**config.mk**
```make
export PLATFORM = sky130hd
export DESIGN_NAME = next_double_toward_quad
export DESIGN_NICKNAME = d
export VERILOG_FILES = /design/src/ndtq_pkg.sv /design/src/ndtq_core.sv /design/src/next_double_toward_quad.sv
export SDC_FILE = /design/constraint.sdc
export NUM_CORES = 1
export LEC_CHECK = 0
export ABC_CLOCK_PERIOD_IN_PS = 11760
export BUFFER_PORTS_ARGS = -buffer_cell sky130_fd_sc_hd__buf_4
export CORE_AREA = 2 2 202 204
export CTS_BUF_LIST = sky130_fd_sc_hd__clkbuf_16
export DETAILED_ROUTE_END_ITERATION = 8
export DIE_AREA = 0 0 204 206
export HOLD_SLACK_MARGIN = 0.02
export PLACE_DENSITY = 0.7
export SETUP_SLACK_MARGIN = 0.15
export SLEW_MARGIN = 20
export SYNTH_ARGS = -nofsm -noshare
export SYNTH_HDL_FRONTEND = slang
export SYNTH_HIERARCHICAL = 1
export SYNTH_SLANG_ARGS = --single-unit
```
**constraint.sdc**
```tcl
create_clock -name clk -period 11.76 [get_ports clk]
set_input_delay 1.176 -clock clk [delete_from_list [all_inputs] [get_ports clk]]
set_output_delay 1.176 -clock clk [all_outputs]
set_load 0.01 [all_outputs]
```
**src/ndtq_pkg.sv**
```systemverilog
package ndtq_pkg;
    localparam logic [63:0] QNAN_BITS = 64'h7fff_ffff_ffff_ffff;
    localparam logic [14:0] EXP_BIAS_ADJ = 15'd15360;
    localparam logic [14:0] SUB_EXP_BASE = 15'd15309;

    typedef struct packed {
        logic [63:0] bits;
        logic        overflow;
        logic        underflow;
    } ndtq_res_t;

    // Exact widening of a non-NaN double magnitude to binary128 {hi, lo}.
    function automatic logic [127:0] widen_mag(input logic [63:0] x);
        logic [10:0]  e;
        logic [51:0]  f;
        logic [5:0]   p;
        logic [111:0] fr;
        logic [127:0] w;
        e = x[62:52];
        f = x[51:0];
        p = 6'd0;
        fr = '0;
        w = '0;
        if (e == 11'h7ff) begin
            w = {1'b0, 15'h7fff, 112'd0};
        end else if (e != 11'd0) begin
            w = {1'b0, {4'd0, e} + EXP_BIAS_ADJ, f, 60'd0};
        end else if (f != 52'd0) begin
            for (int i = 0; i < 52; i++) begin
                if (f[i]) begin
                    p = 6'(i);
                end
            end
            // drop the leading one and align the rest to the top of the field
            fr = {f, 60'd0} << (7'd52 - {1'b0, p});
            w = {1'b0, {9'd0, p} + SUB_EXP_BASE, fr};
        end
        return w;
    endfunction
endpackage

```
**src/ndtq_core.sv**
```systemverilog
module ndtq_core
    import ndtq_pkg::*;
(
    input  logic [63:0] x_bits,
    input  logic [63:0] y_hi,
    input  logic [63:0] y_lo,
    output ndtq_res_t   res
);
    logic         xneg, yneg, xnan, ynan, xzero, yzero, mag_lt, mag_eq;
    logic         step_up, equal;
    logic [127:0] xw;
    logic [127:0] yw;
    logic [63:0]  r;
    logic [30:0]  hx;

    assign xneg  = x_bits[63];
    assign yneg  = y_hi[63];
    assign xnan  = (x_bits[62:52] == 11'h7ff) && (x_bits[51:0] != 52'd0);
    assign ynan  = (y_hi[62:48] == 15'h7fff) && ((y_hi[47:0] != 48'd0) || (y_lo != 64'd0));
    assign xzero = x_bits[62:0] == 63'd0;
    assign yzero = (y_hi[62:0] == 63'd0) && (y_lo == 64'd0);
    assign xw    = widen_mag(x_bits);
    assign yw    = {1'b0, y_hi[62:0], y_lo};
    assign mag_lt = xw < yw;
    assign mag_eq = xw == yw;

    always_comb
    begin
        equal   = 1'b0;
        step_up = 1'b0;
        if (xzero && yzero) begin
            equal = 1'b1;
        end else if (xneg != yneg) begin
            step_up = xneg;
        end else if (mag_eq) begin
            equal = 1'b1;
        end else begin
            step_up = mag_lt ^ xneg;
        end
        if (xzero) begin
            r = {~step_up, 63'd1};
        end else if (step_up ^ xneg) begin
            r = x_bits + 64'd1;
        end else begin
            r = x_bits - 64'd1;
        end
        hx = r[62:32];
        res.bits      = r;
        res.overflow  = hx == 31'h7ff00000;
        res.underflow = hx < 31'h00100000;
        if (xnan || ynan) begin
            res = '{bits: QNAN_BITS, overflow: 1'b0, underflow: 1'b0};
        end else if (equal) begin
            res.bits      = xzero ? {y_hi[63], 63'd0} : x_bits;
            res.overflow  = 1'b0;
            res.underflow = 1'b0;
        end
    end
endmodule

```
**src/next_double_toward_quad.sv**
```systemverilog
// An accepted input word reaches its result word through the input register,
// then the result register.
// Throughput: one word per cycle while out_stall is low; the single
// pass through the step logic between the two registers sets that figure.
// Reset: rst_n clears both valid flags asynchronously; payloads are not reset.
module next_double_toward_quad
    import ndtq_pkg::*;
(
    input  logic        clk,
    input  logic        rst_n,
    input  logic        in_valid,
    output logic        in_stall,
    input  logic [63:0] x_bits,
    input  logic [63:0] y_hi,
    input  logic [63:0] y_lo,
    output logic        out_valid,
    input  logic        out_stall,
    output logic [63:0] result_bits,
    output logic        overflow,
    output logic        underflow,
    output logic        inexact
);
    logic        iv_reg, ov_reg, adv;
    logic [63:0] x_reg, yh_reg, yl_reg;
    ndtq_res_t   res_next, res_reg;

    // advance when the result slot is empty or being taken
    assign adv      = !ov_reg || !out_stall;
    assign in_stall = iv_reg && !adv;

    always_ff @(posedge clk or negedge rst_n)
    begin
        if (!rst_n) begin
            iv_reg <= 1'b0;
            ov_reg <= 1'b0;
        end else begin
            if (adv) begin
                ov_reg <= iv_reg;
            end
            if (!in_stall) begin
                iv_reg <= in_valid;
            end
        end
    end

    always_ff @(posedge clk)
    begin
        if (!in_stall && in_valid) begin
            x_reg  <= x_bits;
            yh_reg <= y_hi;
            yl_reg <= y_lo;
        end
        if (adv && iv_reg) begin
            res_reg <= res_next;
        end
    end

    ndtq_core u_core (
        .x_bits (x_reg),
        .y_hi   (yh_reg),
        .y_lo   (yl_reg),
        .res    (res_next)
    );

    assign out_valid   = ov_reg;
    assign result_bits = res_reg.bits;
    assign overflow    = res_reg.overflow;
    assign underflow   = res_reg.underflow;
    assign inexact     = res_reg.overflow | res_reg.underflow;

    a_hold: assert property (@(posedge clk) disable iff (!rst_n)
        out_valid && out_stall |=> out_valid && $stable(result_bits))
        else $error("result word changed while stalled");
    a_flags: assert property (@(posedge clk) disable iff (!rst_n)
        out_valid |-> !(overflow && underflow))
        else $error("overflow and underflow together");
    a_stall: assert property (@(posedge clk) disable iff (!rst_n)
        in_stall |-> iv_reg && ov_reg && out_stall)
        else $error("input stalled without cause");
endmodule
```
# [Word level (Yosys, flattened, before mapping)]
# Index checks and enable logic that the tools add are counted.
[word_totals] inputBits=196 ramBits=0 reg_bits=260 output_inout_bits=69 latchBits=0 romBits=0 memories=0 word_cells=114
[op_classes] n_lt_le_gt_ge=2 mul=0 add_sub_neg=5 bitwise_logic=4 eq_ne=5 n_shift=1 div=0 reduce_logical=22 muxes=67
[ops] op="$mux W128" count=2
[ops] op="$mux W64" count=3
[ops] op="$mux W6" count=23
[ops] op="$eq A128 B127 Y1" count=1
[ops] op="$lt A128 B127 Y1" count=1
[ops] op="$mux W127" count=1
[ops] op="$logic_not A63 Y1" count=2
[ops] op="$shl A112 B7 Y112" count=1
[ops] op="$mux W5" count=16
[ops] op="$mux W66" count=1
[ops] op="$add A64 B1 Y64 const B" count=1
[ops] op="$logic_not A64 Y1" count=1
[ops] op="$reduce_bool A64 Y1" count=1
[ops] op="$sub A64 B1 Y64 const B" count=1
[ops] op="$reduce_bool A52 Y1" count=1
[ops] op="$reduce_bool A48 Y1" count=1
[ops] op="$mux W4" count=8
[ops] op="$eq A31 B31 Y1 const B" count=1
[ops] op="$lt A31 B21 Y1 const B" count=1
[ops] op="$add A11 B14 Y15 const B" count=1
[ops] op="$add A6 B14 Y15 const B" count=1
[ops] op="$eq A15 B15 Y1 const B" count=1
[ops] op="$mux W3" count=4
[ops] op="$eq A11 B11 Y1 const B" count=1
[ops] op="12 further kinds" count=31

# [Longest topological paths before layout]
# Gate-level depths: netlist (run 1).
[depth] depth_word=69 mapped_depth=51 mapped_depth_nobuf=41

# [Cells and area by module]
# Netlist (run 1), hierarchy kept.
[modules_own_cells] mod="ndtq_core" area_per_inst_um2=11846.4 n_inst=1 cells_each=1842 seq_area_each_um2=0.0
[modules_own_cells] mod="next_double_toward_quad" area_per_inst_um2=7846.3 n_inst=1 cells_each=267 seq_area_each_um2=7797.5

# [Worst setup path after synthesis (run 1)]
# OpenSTA, ideal clock, no wires.
[synth_path] kind="reg-to-reg" startpoint="reg x_reg[23]" endpoint="reg res_reg, in the netlist underflow (data pin)" setup_slack_ps=1384 setup_ps=190 path_buffers=10 t_arrival_ps=10186 synth_period_minus_slack_ps=10376 path_stages_with_launch=50 t_required_ps=11570 path_cell_list="edfxtp_1 clkbuf_1 a21oi_1 o21bai_1 a2111oi_0 o221a_2 o21ai_0 o21ai_0 nand2_1 inv_1 buf_2 buf_2 buf_2 ha_1 clkbuf_1 clkbuf_1 nor2_1 o21ai_0 (+14 left out) buf_6 buf_2 buf_2 buf_2 xnor2_1 ha_1 nor4_1 nand4_1 nor3_1 nand4_1 nor2_1 a211oi_1 a21oi_1 o21ai_2 xnor2_1 xnor2_1 a21oi_1 a2111oi_2"
[synth_between] elab_chain_len=46 elab_cells_between_ends=59 classes_between="add/sub: 4; order compare: 2; eq/ne: 1; shift: 1; mux: 43; bitwise: 2; reduce/logical: 6"
[synth_rtl] item="start: declaration" line="next_double_toward_quad.sv:24" text="logic [63:0] x_reg, yh_reg, yl_reg;"
[synth_rtl] item="start signal: assignment" line="next_double_toward_quad.sv:49" text="x_reg <= x_bits;"
[synth_rtl] item="$mux W5 (9 in a row)" line="ndtq_pkg.sv:30" text="if (f[i]) begin"
[synth_rtl] item="$mux W6 (20 in a row)" line="ndtq_pkg.sv:30"
[synth_rtl] item="$mux W6" line="ndtq_pkg.sv:28" text="end else if (f != 52'd0) begin"
[synth_rtl] item="$mux W6" line="ndtq_pkg.sv:26" text="end else if (e != 11'd0) begin"
[synth_rtl] item="$mux W6" line="ndtq_pkg.sv:24" text="if (e == 11'h7ff) begin"
[synth_rtl] item="$sub A6 B6 Y7" line="ndtq_pkg.sv:35" text="fr = {f, 60'd0} << (7'd52 - {1'b0, p});"
[synth_rtl] item="$shl A112 B7 Y112" line="ndtq_pkg.sv:35"
[synth_rtl] item="$mux W127" line="ndtq_pkg.sv:28"
[synth_rtl] item="(+3 left out)"
[synth_rtl] item="$xor A1 B1 Y1" line="ndtq_core.sv:38" text="step_up = mag_lt ^ xneg;"
[synth_rtl] item="$mux W1" line="ndtq_core.sv:35" text="end else if (mag_eq) begin"
[synth_rtl] item="$mux W1" line="ndtq_core.sv:33" text="end else if (xneg != yneg) begin"
[synth_rtl] item="$mux W1" line="ndtq_core.sv:31" text="if (xzero && yzero) begin"
[synth_rtl] item="$xor A1 B1 Y1" line="ndtq_core.sv:42" text="end else if (step_up ^ xneg) begin"
[synth_rtl] item="$mux W64" line="ndtq_core.sv:42"
[synth_rtl] item="$mux W64" line="ndtq_core.sv:40" text="if (xzero) begin"
[synth_rtl] item="$lt A31 B21 Y1" line="ndtq_core.sv:50" text="res.underflow = hx < 31'h00100000;"
[synth_rtl] item="end signal: assignment" line="next_double_toward_quad.sv:54" text="res_reg <= res_next;"
[synth_rtl] item="end: declaration" line="next_double_toward_quad.sv:25" text="ndtq_res_t res_next, res_reg;"
# Parallel ways exist; a longest one is shown, timed or not. The select of a mux whose other input is x is not followed.
# A chain may end at the register's enable or synchronous reset.

# [Worst setup path in the final report (run 1)]
[layout_path] startpoint="reg x_reg[3]" endpoint="reg res_reg, in the netlist overflow (data pin)"
[layout_between] elab_chain_len=66 elab_cells_between_ends=79 classes_between="add/sub: 4; order compare: 1; eq/ne: 2; shift: 1; mux: 63; bitwise: 2; reduce/logical: 6"
[layout_rtl] item="$mux W2" line="ndtq_pkg.sv:30"
[layout_rtl] item="$mux W3 (4 in a row)" line="ndtq_pkg.sv:30"
[layout_rtl] item="$mux W4 (8 in a row)" line="ndtq_pkg.sv:30"
[layout_rtl] item="$mux W5 (16 in a row)" line="ndtq_pkg.sv:30"
[layout_rtl] item="$mux W6 (20 in a row)" line="ndtq_pkg.sv:30"
[layout_rtl] item="$mux W6" line="ndtq_pkg.sv:28"
[layout_rtl] item="$mux W6" line="ndtq_pkg.sv:26"
[layout_rtl] item="$mux W6" line="ndtq_pkg.sv:24"
[layout_rtl] item="(+6 left out)"
[layout_rtl] item="$xor A1 B1 Y1" line="ndtq_core.sv:38"
[layout_rtl] item="$mux W1" line="ndtq_core.sv:35"
[layout_rtl] item="$mux W1" line="ndtq_core.sv:33"
[layout_rtl] item="$mux W1" line="ndtq_core.sv:31"
[layout_rtl] item="$xor A1 B1 Y1" line="ndtq_core.sv:42"
[layout_rtl] item="$mux W64" line="ndtq_core.sv:42"
[layout_rtl] item="$mux W64" line="ndtq_core.sv:40"
[layout_rtl] item="$eq A31 B31 Y1" line="ndtq_core.sv:49" text="res.overflow = hx == 31'h7ff00000;"
# Parallel ways exist; a longest one is shown, timed or not. The select of a mux whose other input is x is not followed.

==> impl_results.md, run 1 <==
* Worst slew margin at 0.208
* Post-synth top area cell: edfxtp_1
* Type of the worst min-delay path: primary input to asynchronous set/reset pin
* Fin crit share at 0.936
* Clk slew on worst S/H paths at 0.07 ns
* HPWL after DPL at 61.8 mm
* Slowest CP cell: edfxtp_1
* Req. time, crit path at 12.12 ns
* Async SR Flop Fraction at 0.00769
* Initial Utilization at 0.490
* Floorplan Core Area at 40200 um^2
* Avg Cell Area, Syn at 9.34 um^2
* Commonest non-fill, non-tap cell in the layout: buf_4
* H-Tree Depth at 1
* Setup Skew at 0.0126 ns
* Cell Rows at 74
* Max cap viols at 0
* Leak pwr at 9.15 nW
* Synth-to-Final Area Change at 19.9%
* Initial drt markers at 2841
* Number of enable flip-flop cells after synthesis at 258
* Worst-Margin Slew at 1.18 ns
* Post-route DRC at 0
* CTS buffer count at 28
* Vias in the first global route at 18618
* Syn Inst Count at 2109
* Final ANT Viol Nets at 0
* CTS root buffer: clkbuf_16
* Port Buffers at 264
* NumNets Final at 2622
* Post-synth top area share at 0.393
* CP Capture Type: flop
* All-Layer GR Usage at 0.382
* Largest cells by area after synthesis: edfxtp_1 39%, mux4_2 5.0%, ha_1 4.5%
* TritonCTS clock tree: done
* GPL Wtd Cong at 1.03
* Hold Vio Cnt, Final at 0
* Status: finished clean
* Final setup vio count at 0
* Commonest non-fill, non-tap cells in the layout: 382 x buf_4, 258 x edfxtp_1, 213 x nand2_1
* Syn Std Cell Area at 19700 um^2
* Slowest cell delay on critical path at 0.63 ns
* Max VDD drop at 154 uV
* CP startpoint kind: flop
* Synth warnings at 6
* RSZ-0062 raised after global routing: no
* Drt total wl at 81.8 mm
* Fmax at 90.9 MHz
* Syn_nets at 2376
* Crit-path max FO at 23
* Slew Limit Fails at 0
* Post-synthesis sequential area ratio at 0.396
* CP arrival at 11.37 ns
* Clock latency on the worst-skew pair at 0.57 ns
* Final Non-Filler Cells at 2908
* Die area at 42000 um^2
* Fin crit period at 11.01 ns
* #FFs+latches synth at 260
* Share of layout cells above drive strength 1 at 0.232
* Initial antenna violation count at 2
* Gr ovfl total at 0
* WL per Instance at 28.1 um
* Largest net degree at the start of global routing at 70
* Die X at 204 um
* Yosys cell types at 93
* Kind of critical path: flop to flop
* Max Root-Sink Buffers at 3
* Fin Setup TNS at 0 ns
* I/O pin total at 265
* Placed insts at 2857
* Power Density at 121 nW/um^2
* Via density at 6.77
* Clock sink count at 260
* Fill cells at 3502
* Top cell by count, worst path: buf_4
* DR vias at 19685
* First-pass DRT Iterations at 7
* Hold buffers post-CTS at 0
* Post-synth top flop: edfxtp_1
* Die Span Y at 206 um
* Global-route wire length before repair at 119 mm
-- area by class of cell --
class / count / area [um^2] / share of cell area
multi-input cells: 1582 / 10900 / 0.461
flip-flops and latches: 260 / 7800 / 0.330
repair buffers: 382 / 2870 / 0.121
clock buffers: 29 / 726 / 0.0307
well taps: 532 / 666 / 0.0282
inverters: 101 / 379 / 0.0161
clock inverters: 21 / 278 / 0.0118
diodes: 1 / 2.50 / 0.000106
-- timing repair --
item | CTS | global route
gates resized for setup | 0 | 1
setup buffers | 0 | 0
endpoints found under the setup margin | 0 | 1
-- Yosys cell counts, drive strengths merged, types with 4 or more instances --
master   count
edfxtp     258
nand2      214
nor2       193
a21oi      131
o21ai      126
clkbuf     123
inv        101
mux2i       75
nor4        73
ha          71
nor3        70
nand4       60
nand3       54
xnor2       46
mux4        44
buf         43
o211ai      28
and3        23
a211oi      22
a22oi       22
a31oi       20
o22ai       20
nand2b      18
mux2        17
or3         17
a21o        16
or2         15
xor2        15
and2        14
o2111ai     13
o221ai      12
or4         12
and4        11
o311ai      11
a21boi      10
o31ai       10
o21a         9
o211a        8
a221oi       7
a311oi       7
a2111oi      6
o21bai       6
a32oi        5
a221o        4
o31a         4
-- final timing paths --
check / from / end / slack, ns / cells past startpoint
max in group asynchronous: rst_n / iv_reg / 11.29 / 1
min reg2reg: iv_reg / out_valid / 0.53 / 1
max: x_reg[3] / overflow / 0.75 / 44
min in group clk: iv_reg / out_valid / 0.53 / 1
max reg2reg: x_reg[3] / overflow / 0.75 / 44
min: rst_n / out_valid / 0.39 / 1
-- cell families (layout without fill, tap and decap cells) --
group | after synthesis | in the layout | synth area share
AO/OA/AOI/OAI | 527 | 527 | 0.178
XOR/XNOR | 61 | 61 | 0.0275
adder cells (fa/ha/maj) | 71 | 71 | 0.0451
buffers and inverters | 267 | 533 | 0.0541
flip-flops | 260 | 260 | 0.396
multiplexers | 136 | 136 | 0.0984
other | 0 | 1 | 0
AND/OR/NAND/NOR | 787 | 787 | 0.201
-- routing by layer --
metal  track usage  vias to the layer above  part of all wire
met5             0                        -           0.00022
met2         0.578                     1525              0.43
met3        0.0960                      262              0.13
met4         0.160                        2             0.047
li1              -                     8528                 -
met1         0.523                     9368              0.40
-- report_power, final --
part           total (mW)  internal, mW  switching (mW)
Combinational       0.715         0.287           0.429
Clock               0.956         0.596           0.360
Sequential           1.18          1.10          0.0717
Total                2.85          1.99           0.861
-- per-stage QoR --
stage	instance area (um^2)	worst slack, ns	utilization	total power, mW	hold slack, ns
floorplan	19700	1.38	-	1.59	0.467
global placement	22600	1.04	0.562	1.88	0.491
detailed placement	22600	1.19	0.562	1.88	0.510
CTS	23600	1.05	0.587	2.84	0.363
global route	23600	0.155	0.587	2.94	0.374
finish	23600	0.753	0.588	2.85	0.386
-- critical path, delay by kind of cell (launching register included) --
family,cells,cell delay (ns)
AO/OA/AOI/OAI,17,3.69
AND/OR/NAND/NOR,13,2.76
buffers and inverters,6,1.41
adder cells (fa/ha/maj),3,0.91
multiplexers,2,0.88
flip-flops,1,0.63
XOR/XNOR,3,0.50
No activity file was read; power rests on OpenSTA's default activity.
==> run 2: changes to the inputs <==
Settings changed: ABC_CLOCK_PERIOD_IN_PS 11760 to 9100, CORE_AREA 2 2 202 204 to 2 2 225 227, DIE_AREA 0 0 204 206 to 0 0 227 229, PLACE_DENSITY 0.7 to 0.61.
Clock period 11.76 ns to 9.1 ns, I/O delays scaled along.
==> run 2 against run 1 <==
- the flow now finishes with violations (negative setup slack)
- largest cell class unchanged
- largest power group unchanged
- clock-buffer cell count unchanged
- clock skew up 0.020 ns
- first-iteration DRC count down 18%
- critical endpoint unchanged
- setup slack worse by 0.96 ns
- die area up 24%
- worst hold slack worse by 0.30 ns
- routed wire length up 13%
- combinational power up 72%
- cell count up 20%
- highest routed layer unchanged
- cell area up 18%
- power up 34%
- non-clock buffer count up 429
==> impl_results.md, run 2 (synthesis results as in run 1) <==
* Drt total wl at 92.6 mm (+13%)
* Die Span Y at 229 um (+11%)
* DR vias at 21110 (+7.2%)
* Floorplan Core Area at 49700 um^2 (+24%)
* Share of layout cells above drive strength 1 at 0.383 (+0.150)
* First-pass DRT Iterations at 6 (-1)
* Setup Skew at 0.0328 ns (+0.0202 ns)
* Hold buffers post-CTS at 0 (unchanged)
* Commonest non-fill, non-tap cells in the layout: 788 x buf_4, 258 x edfxtp_1, 208 x nand2_1
* Clock sink count at 260 (unchanged)
* RSZ-0062 raised after global routing: yes
* Vias in the first global route at 20498 (+10%)
* M3 GR Usage at 0.0815 (-0.0146)
* H-Tree Depth at 1 (unchanged)
* Status: complete, but fails checks
* Leak pwr at 11.4 nW (+25%)
* Die X at 227 um (+11%)
* Gr ovfl total at 0 (unchanged)
* CTS buffer count at 28 (unchanged)
* Max VDD drop at 145 uV (-5.9%)
* Total power at 3.81 mW (+34%)
* Initial Utilization at 0.397 (-0.0935)
* Global-route wire length before repair at 134 mm (+12%)
* TritonCTS clock tree: done
* Fin crit share at 1.02 (+0.0866)
* CP startpoint kind: flop
* Final core utilization at 0.559 (-0.0283)
* Slowest CP cell: mux4_2
* Max cap viols at 0 (unchanged)
* Fin Setup TNS at -0.357 ns (-0.357 ns)
* Final setup vio count at 4 (+4)
* Top cell by count, worst path: nand4_1
* Port Buffers at 264 (unchanged)
* Cell Rows at 82 (+11%)
* Worst-Margin Slew at 1.22 ns (+0.0426 ns)
* Hold Vio Cnt, Final at 0 (unchanged)
* Routing usage on met2 at 0.541 (-0.0376)
* Post-route DRC at 0 (unchanged)
* Met1 Track Usage GR at 0.468 (-0.0546)
* Crit-path max FO at 5 (-78%)
* Power Density at 137 nW/um^2 (+14%)
* Kind of critical path: flop to flop
* Max Root-Sink Buffers at 3 (unchanged)
* Type of the worst min-delay path: primary input to asynchronous set/reset pin
* CTS root buffer: clkbuf_16
* Hold_ws at 0.0884 ns (-0.297 ns)
* Clk slew on worst S/H paths at 0.06 ns (about the same)
* Slew Limit Fails at 0 (unchanged)
* Crit-path leading delay family: compound AO/OA/AOI/OAI gates
* Fmax at 107 MHz (+18%)
* Initial drt markers at 2320 (-18%)
* Failing checks: negative setup slack
* Final worst slack at -0.206 ns (-0.959 ns)
* Commonest non-fill, non-tap cell in the layout: buf_4
* Final ANT Viol Nets at 0 (unchanged)
* CP bufs+invs at 6 (unchanged)
* All-Layer GR Usage at 0.349 (-0.0333)
* HPWL after DPL at 73.2 mm (+18%)
* Stages on the worst setup path at 43 (-2.3%)
* GRT Max-Usage Layer: met2
* CP arrival at 9.68 ns (-1.69 ns)
* CP Capture Type: flop
* Antenna diodes at 0 (-1)
* Initial antenna violation count at 1 (-1)
* Largest net degree at the start of global routing at 89 (+27%)
* Fin crit period at 9.31 ns (-1.70 ns)
* Slowest cell delay on critical path at 0.55 ns (-0.08 ns)
* Die area at 52000 um^2 (+24%)
* Via density at 6.07 (-10%)
* Clock latency on the worst-skew pair at 0.60 ns (+0.03 ns)
* WL per Instance at 26.6 um (-5.4%)
* GPL Wtd Cong at 1.01 (-2.4%)
* NumNets Final at 3051 (+16%)
* Synth-to-Final Area Change at 41.0%
* Worst slew margin at 0.177 (-0.0312)
* I/O pin total at 265 (unchanged)
* Req. time, crit path at 9.48 ns (-2.64 ns)
* Reg2Reg Depth at 43 (-2.3%)
run 2: path summary, 6_finish.rpt:
path | from | end | slack [ns]
max in group asynchronous | rst_n | iv_reg | 8.92
worst max register to register | x_reg[22] | overflow | -0.21
min in group clk | y_lo[49] | yl_reg[49] | 0.49
worst min register to register | iv_reg | out_valid | 0.51
worst min-delay path | rst_n | out_valid | 0.09
worst max-delay path | x_reg[22] | overflow | -0.21
run 2: power by group:
part	internal [mW]	total (mW)	switching, mW
registers	1.43	1.48	0.0546
clock network	0.627	1.10	0.475
logic	0.559	1.23	0.667
total	2.61	3.81	1.20
run 2: cell type report:
type	instances	area, um^2
multi-input cells	1582	11600
flip-flops and latches	260	7800
clock buffers	29	726
inverters	101	379
fillers	4557	21900
repair buffers	811	6280
well taps	672	841
clock inverters	22	153
run 2: what timing repair did:
item                                    CTS  global route
setup buffers                            19            12
endpoints found under the setup margin   30            28
gates resized for setup                  61            91
gates cloned                              1             0
pin swaps                                28            37
hold endpoints to repair                  0             0
run 2: per-layer routing:
metal,routed length (um),vias up,part of all wire
met3,9580,250,0.10
met1,37300,10207,0.40
met4,4500,2,0.049
met5,10,-,0.00011
li1,-,9399,-
met2,41200,1252,0.44
run 2: through the flow:
| stage | area [um^2] | instances | setup slack, ns |
|---|---|---|---|
| after floorplan | 19900 | 2109 | 0.0982 |
| after global placement | 25900 | 3394 | -0.986 |
| after CTS | 27300 | 3465 | -0.192 |
| final | 27800 | 3477 | -0.206 |
| after global routing | 27800 | 3477 | -0.593 |
| after detailed placement | 25900 | 3394 | -1.02 |
==> run 3: changes to the inputs <==
Settings changed: PLACE_DENSITY 0.61 to 0.72.
==> run 3 against run 2 <==
- critical endpoint is now underflow
- global-route usage fell by 2.5 points
- utilization fell by 0.73 points
- the flow still finishes with violations (negative setup slack)
- via count fell by 0.62%
- setup slack got worse by 0.21 ns
- largest cell class unchanged
- largest power group unchanged
- combinational power barely moved
- sequential cell count did not move
- cell count fell by 1.1%
==> impl_results.md, run 3 (synthesis results as in run 1) <==
* Final worst slack at -0.415 ns (-0.209 ns)
* Commonest non-fill, non-tap cell in the layout: buf_4
* Crit-path max FO at 6 (+1)
* Leak pwr at 11.1 nW (-2.3%)
* Fin crit period at 9.52 ns (+0.209 ns)
* Fin Setup TNS at -1.83 ns (-1.48 ns)
* Placement Cell Area at 25600 um^2 (-1.4%)
* Final setup vio count at 9 (+5)
* Max cap viols at 0 (unchanged)
* Final ANT Viol Nets at 0 (unchanged)
* CP arrival at 9.90 ns (+0.22 ns)
* Failing checks: negative setup slack
* RSZ-0062 raised after global routing: yes
* Clock sink count at 260 (unchanged)
* Slowest CP cell: mux4_2
* Hold Vio Cnt, Final at 0 (unchanged)
* Area of the multi-input gates at 11600 um^2 (about the same)
* Share of layout cells above drive strength 1 at 0.376 (-0.00653)
* Port Buffers at 264 (unchanged)
* Global-route wire length before repair at 127 mm (-5.4%)
* Top cell by count, worst path: buf_4
* Drt total wl at 86.9 mm (-6.1%)
* Slowest cell delay on critical path at 0.56 ns (about the same)
* CP startpoint kind: flop
* Commonest non-fill, non-tap cells in the layout: 760 x buf_4, 258 x edfxtp_1, 209 x nand2_1
* Gr ovfl total at 0 (unchanged)
* Power Density at 137 nW/um^2 (+0.12%)
* Initial drt markers at 2588 (+12%)
* WL per Instance at 25.3 um (-5.1%)
* Max VDD drop at 155 uV (+6.9%)
* Die X at 227 um (unchanged)
* Cell Rows at 82 (unchanged)
* Fill cells at 4512 (-0.99%)
* Die area at 52000 um^2 (unchanged)
* H-Tree Depth at 1 (unchanged)
* NumNets Final at 3015 (-1.2%)
* Via density at 6.10 (+0.48%)
* Post-route cell area at 27400 um^2 (-1.3%)
* Setup Skew at 0.0173 ns (-0.0155 ns)
* Slew Limit Fails at 0 (unchanged)
* GPL Wtd Cong at 1.02 (+1.1%)
* Synth-to-Final Area Change at 39.2%
* Floorplan Core Area at 49700 um^2 (unchanged)
* DR vias at 20980 (-0.62%)
* Initial antenna violation count at 0 (-1)
* Kind of critical path: flop to flop
* Req. time, crit path at 9.48 ns (about the same)
* TritonCTS clock tree: done
* I/O pin total at 265 (unchanged)
* Status: complete, but fails checks
* CTS root buffer: clkbuf_16
* HPWL after DPL at 68.2 mm (-6.9%)
* Vias in the first global route at 20335 (-0.80%)
* Initial Utilization at 0.397 (unchanged)
* Reg2reg start: x_reg[2]
* Post-route DRC at 0 (unchanged)
* Crit path from: x_reg[2]
* Worst slew margin at 0.287 (+0.110)
* Worst-Margin Slew at 1.06 ns (-0.163 ns)
* First-pass DRT Iterations at 6 (unchanged)
* Fin crit share at 1.05 (+0.0230)
* Clock latency on the worst-skew pair at 0.58 ns (-0.02 ns)
* Type of the worst min-delay path: primary input to asynchronous set/reset pin
* Final core utilization at 0.552 (-0.00726)
* Max Root-Sink Buffers at 3 (unchanged)
* Fmax at 105 MHz (-2.2%)
* Largest net degree at the start of global routing at 75 (-16%)
* Die Span Y at 229 um (unchanged)
* Hold_ws at 0.0987 ns (+0.0103 ns)
* All-Layer GR Usage at 0.324 (-0.0245)
* Final Non-Filler Cells at 3439 (-1.1%)
* Placed insts at 3347 (-1.4%)
* Hold buffers post-CTS at 0 (unchanged)
* CP Capture Type: flop
* CTS buffer count at 27 (-3.6%)
* Clk slew on worst S/H paths at 0.06 ns (about the same)
* Reg area at 7800 um^2 (unchanged)
-- run 3: final cells by class --
| type | count | area share |
|---|---|---|
| diodes | 1 | 0.0000913 |
| clock inverters | 20 | 0.00603 |
| repair buffers | 776 | 0.217 |
| flip-flops and latches | 260 | 0.284 |
| clock buffers | 27 | 0.0247 |
| inverters | 101 | 0.0138 |
| well taps | 672 | 0.0307 |
| multi-input cells | 1582 | 0.423 |
-- run 3: per-stage QoR --
| stage | total power, mW | setup slack (ns) |
|---|---|---|
| global placement | 2.60 | -0.843 |
| global route | 3.90 | -0.668 |
| detailed placement | 2.61 | -0.917 |
| CTS | 3.72 | -0.313 |
| floorplan | 2.06 | 0.0982 |
| finish | 3.76 | -0.415 |
-- run 3: where the power goes --
| group | internal [mW] | switching [mW] |
|---|---|---|
| logic | 0.554 | 0.657 |
| clock network | 0.597 | 0.468 |
| registers | 1.43 | 0.0622 |
| total | 2.58 | 1.19 |
-- run 3: final timing paths --
kind                             end  slack, ns  depth (start not counted)
hold reg to reg            out_valid       0.53                          1
max in group asynchronous     iv_reg       8.91                          1
setup / recovery           underflow      -0.42                         47
hold / removal             out_valid        0.1                          1
min in group clk           x_reg[45]       0.50                          1
setup reg to reg           underflow      -0.42                         47
-- run 3: metal layers --
layer / share of wire / track usage / vias up
met5: 0 / 0 / -
met4: 0.049 / 0.126 / 0
met3: 0.11 / 0.0625 / 267
met2: 0.44 / 0.503 / 1305
met1: 0.41 / 0.447 / 10095
li1: - / - / 9313
-- run 3: worst max-delay path: cells and delay by family (launching register included) --
kind                       cells  cell delay [ns]
AOI/OAI and AO/OA             19             3.07
and+or+nand+nor               17             3.42
buffers and inverters          6             1.00
xor gates and xnor gates       1             0.16
DFF                            1             0.50
adders and majority gates      3             0.59
muxes                          1             0.56
-- run 3: timing repair --
item	in CTS	in global routing
setup buffers	28	16
gates resized for setup	71	77
setup endpoints to repair	30	34
pin swaps	19	35
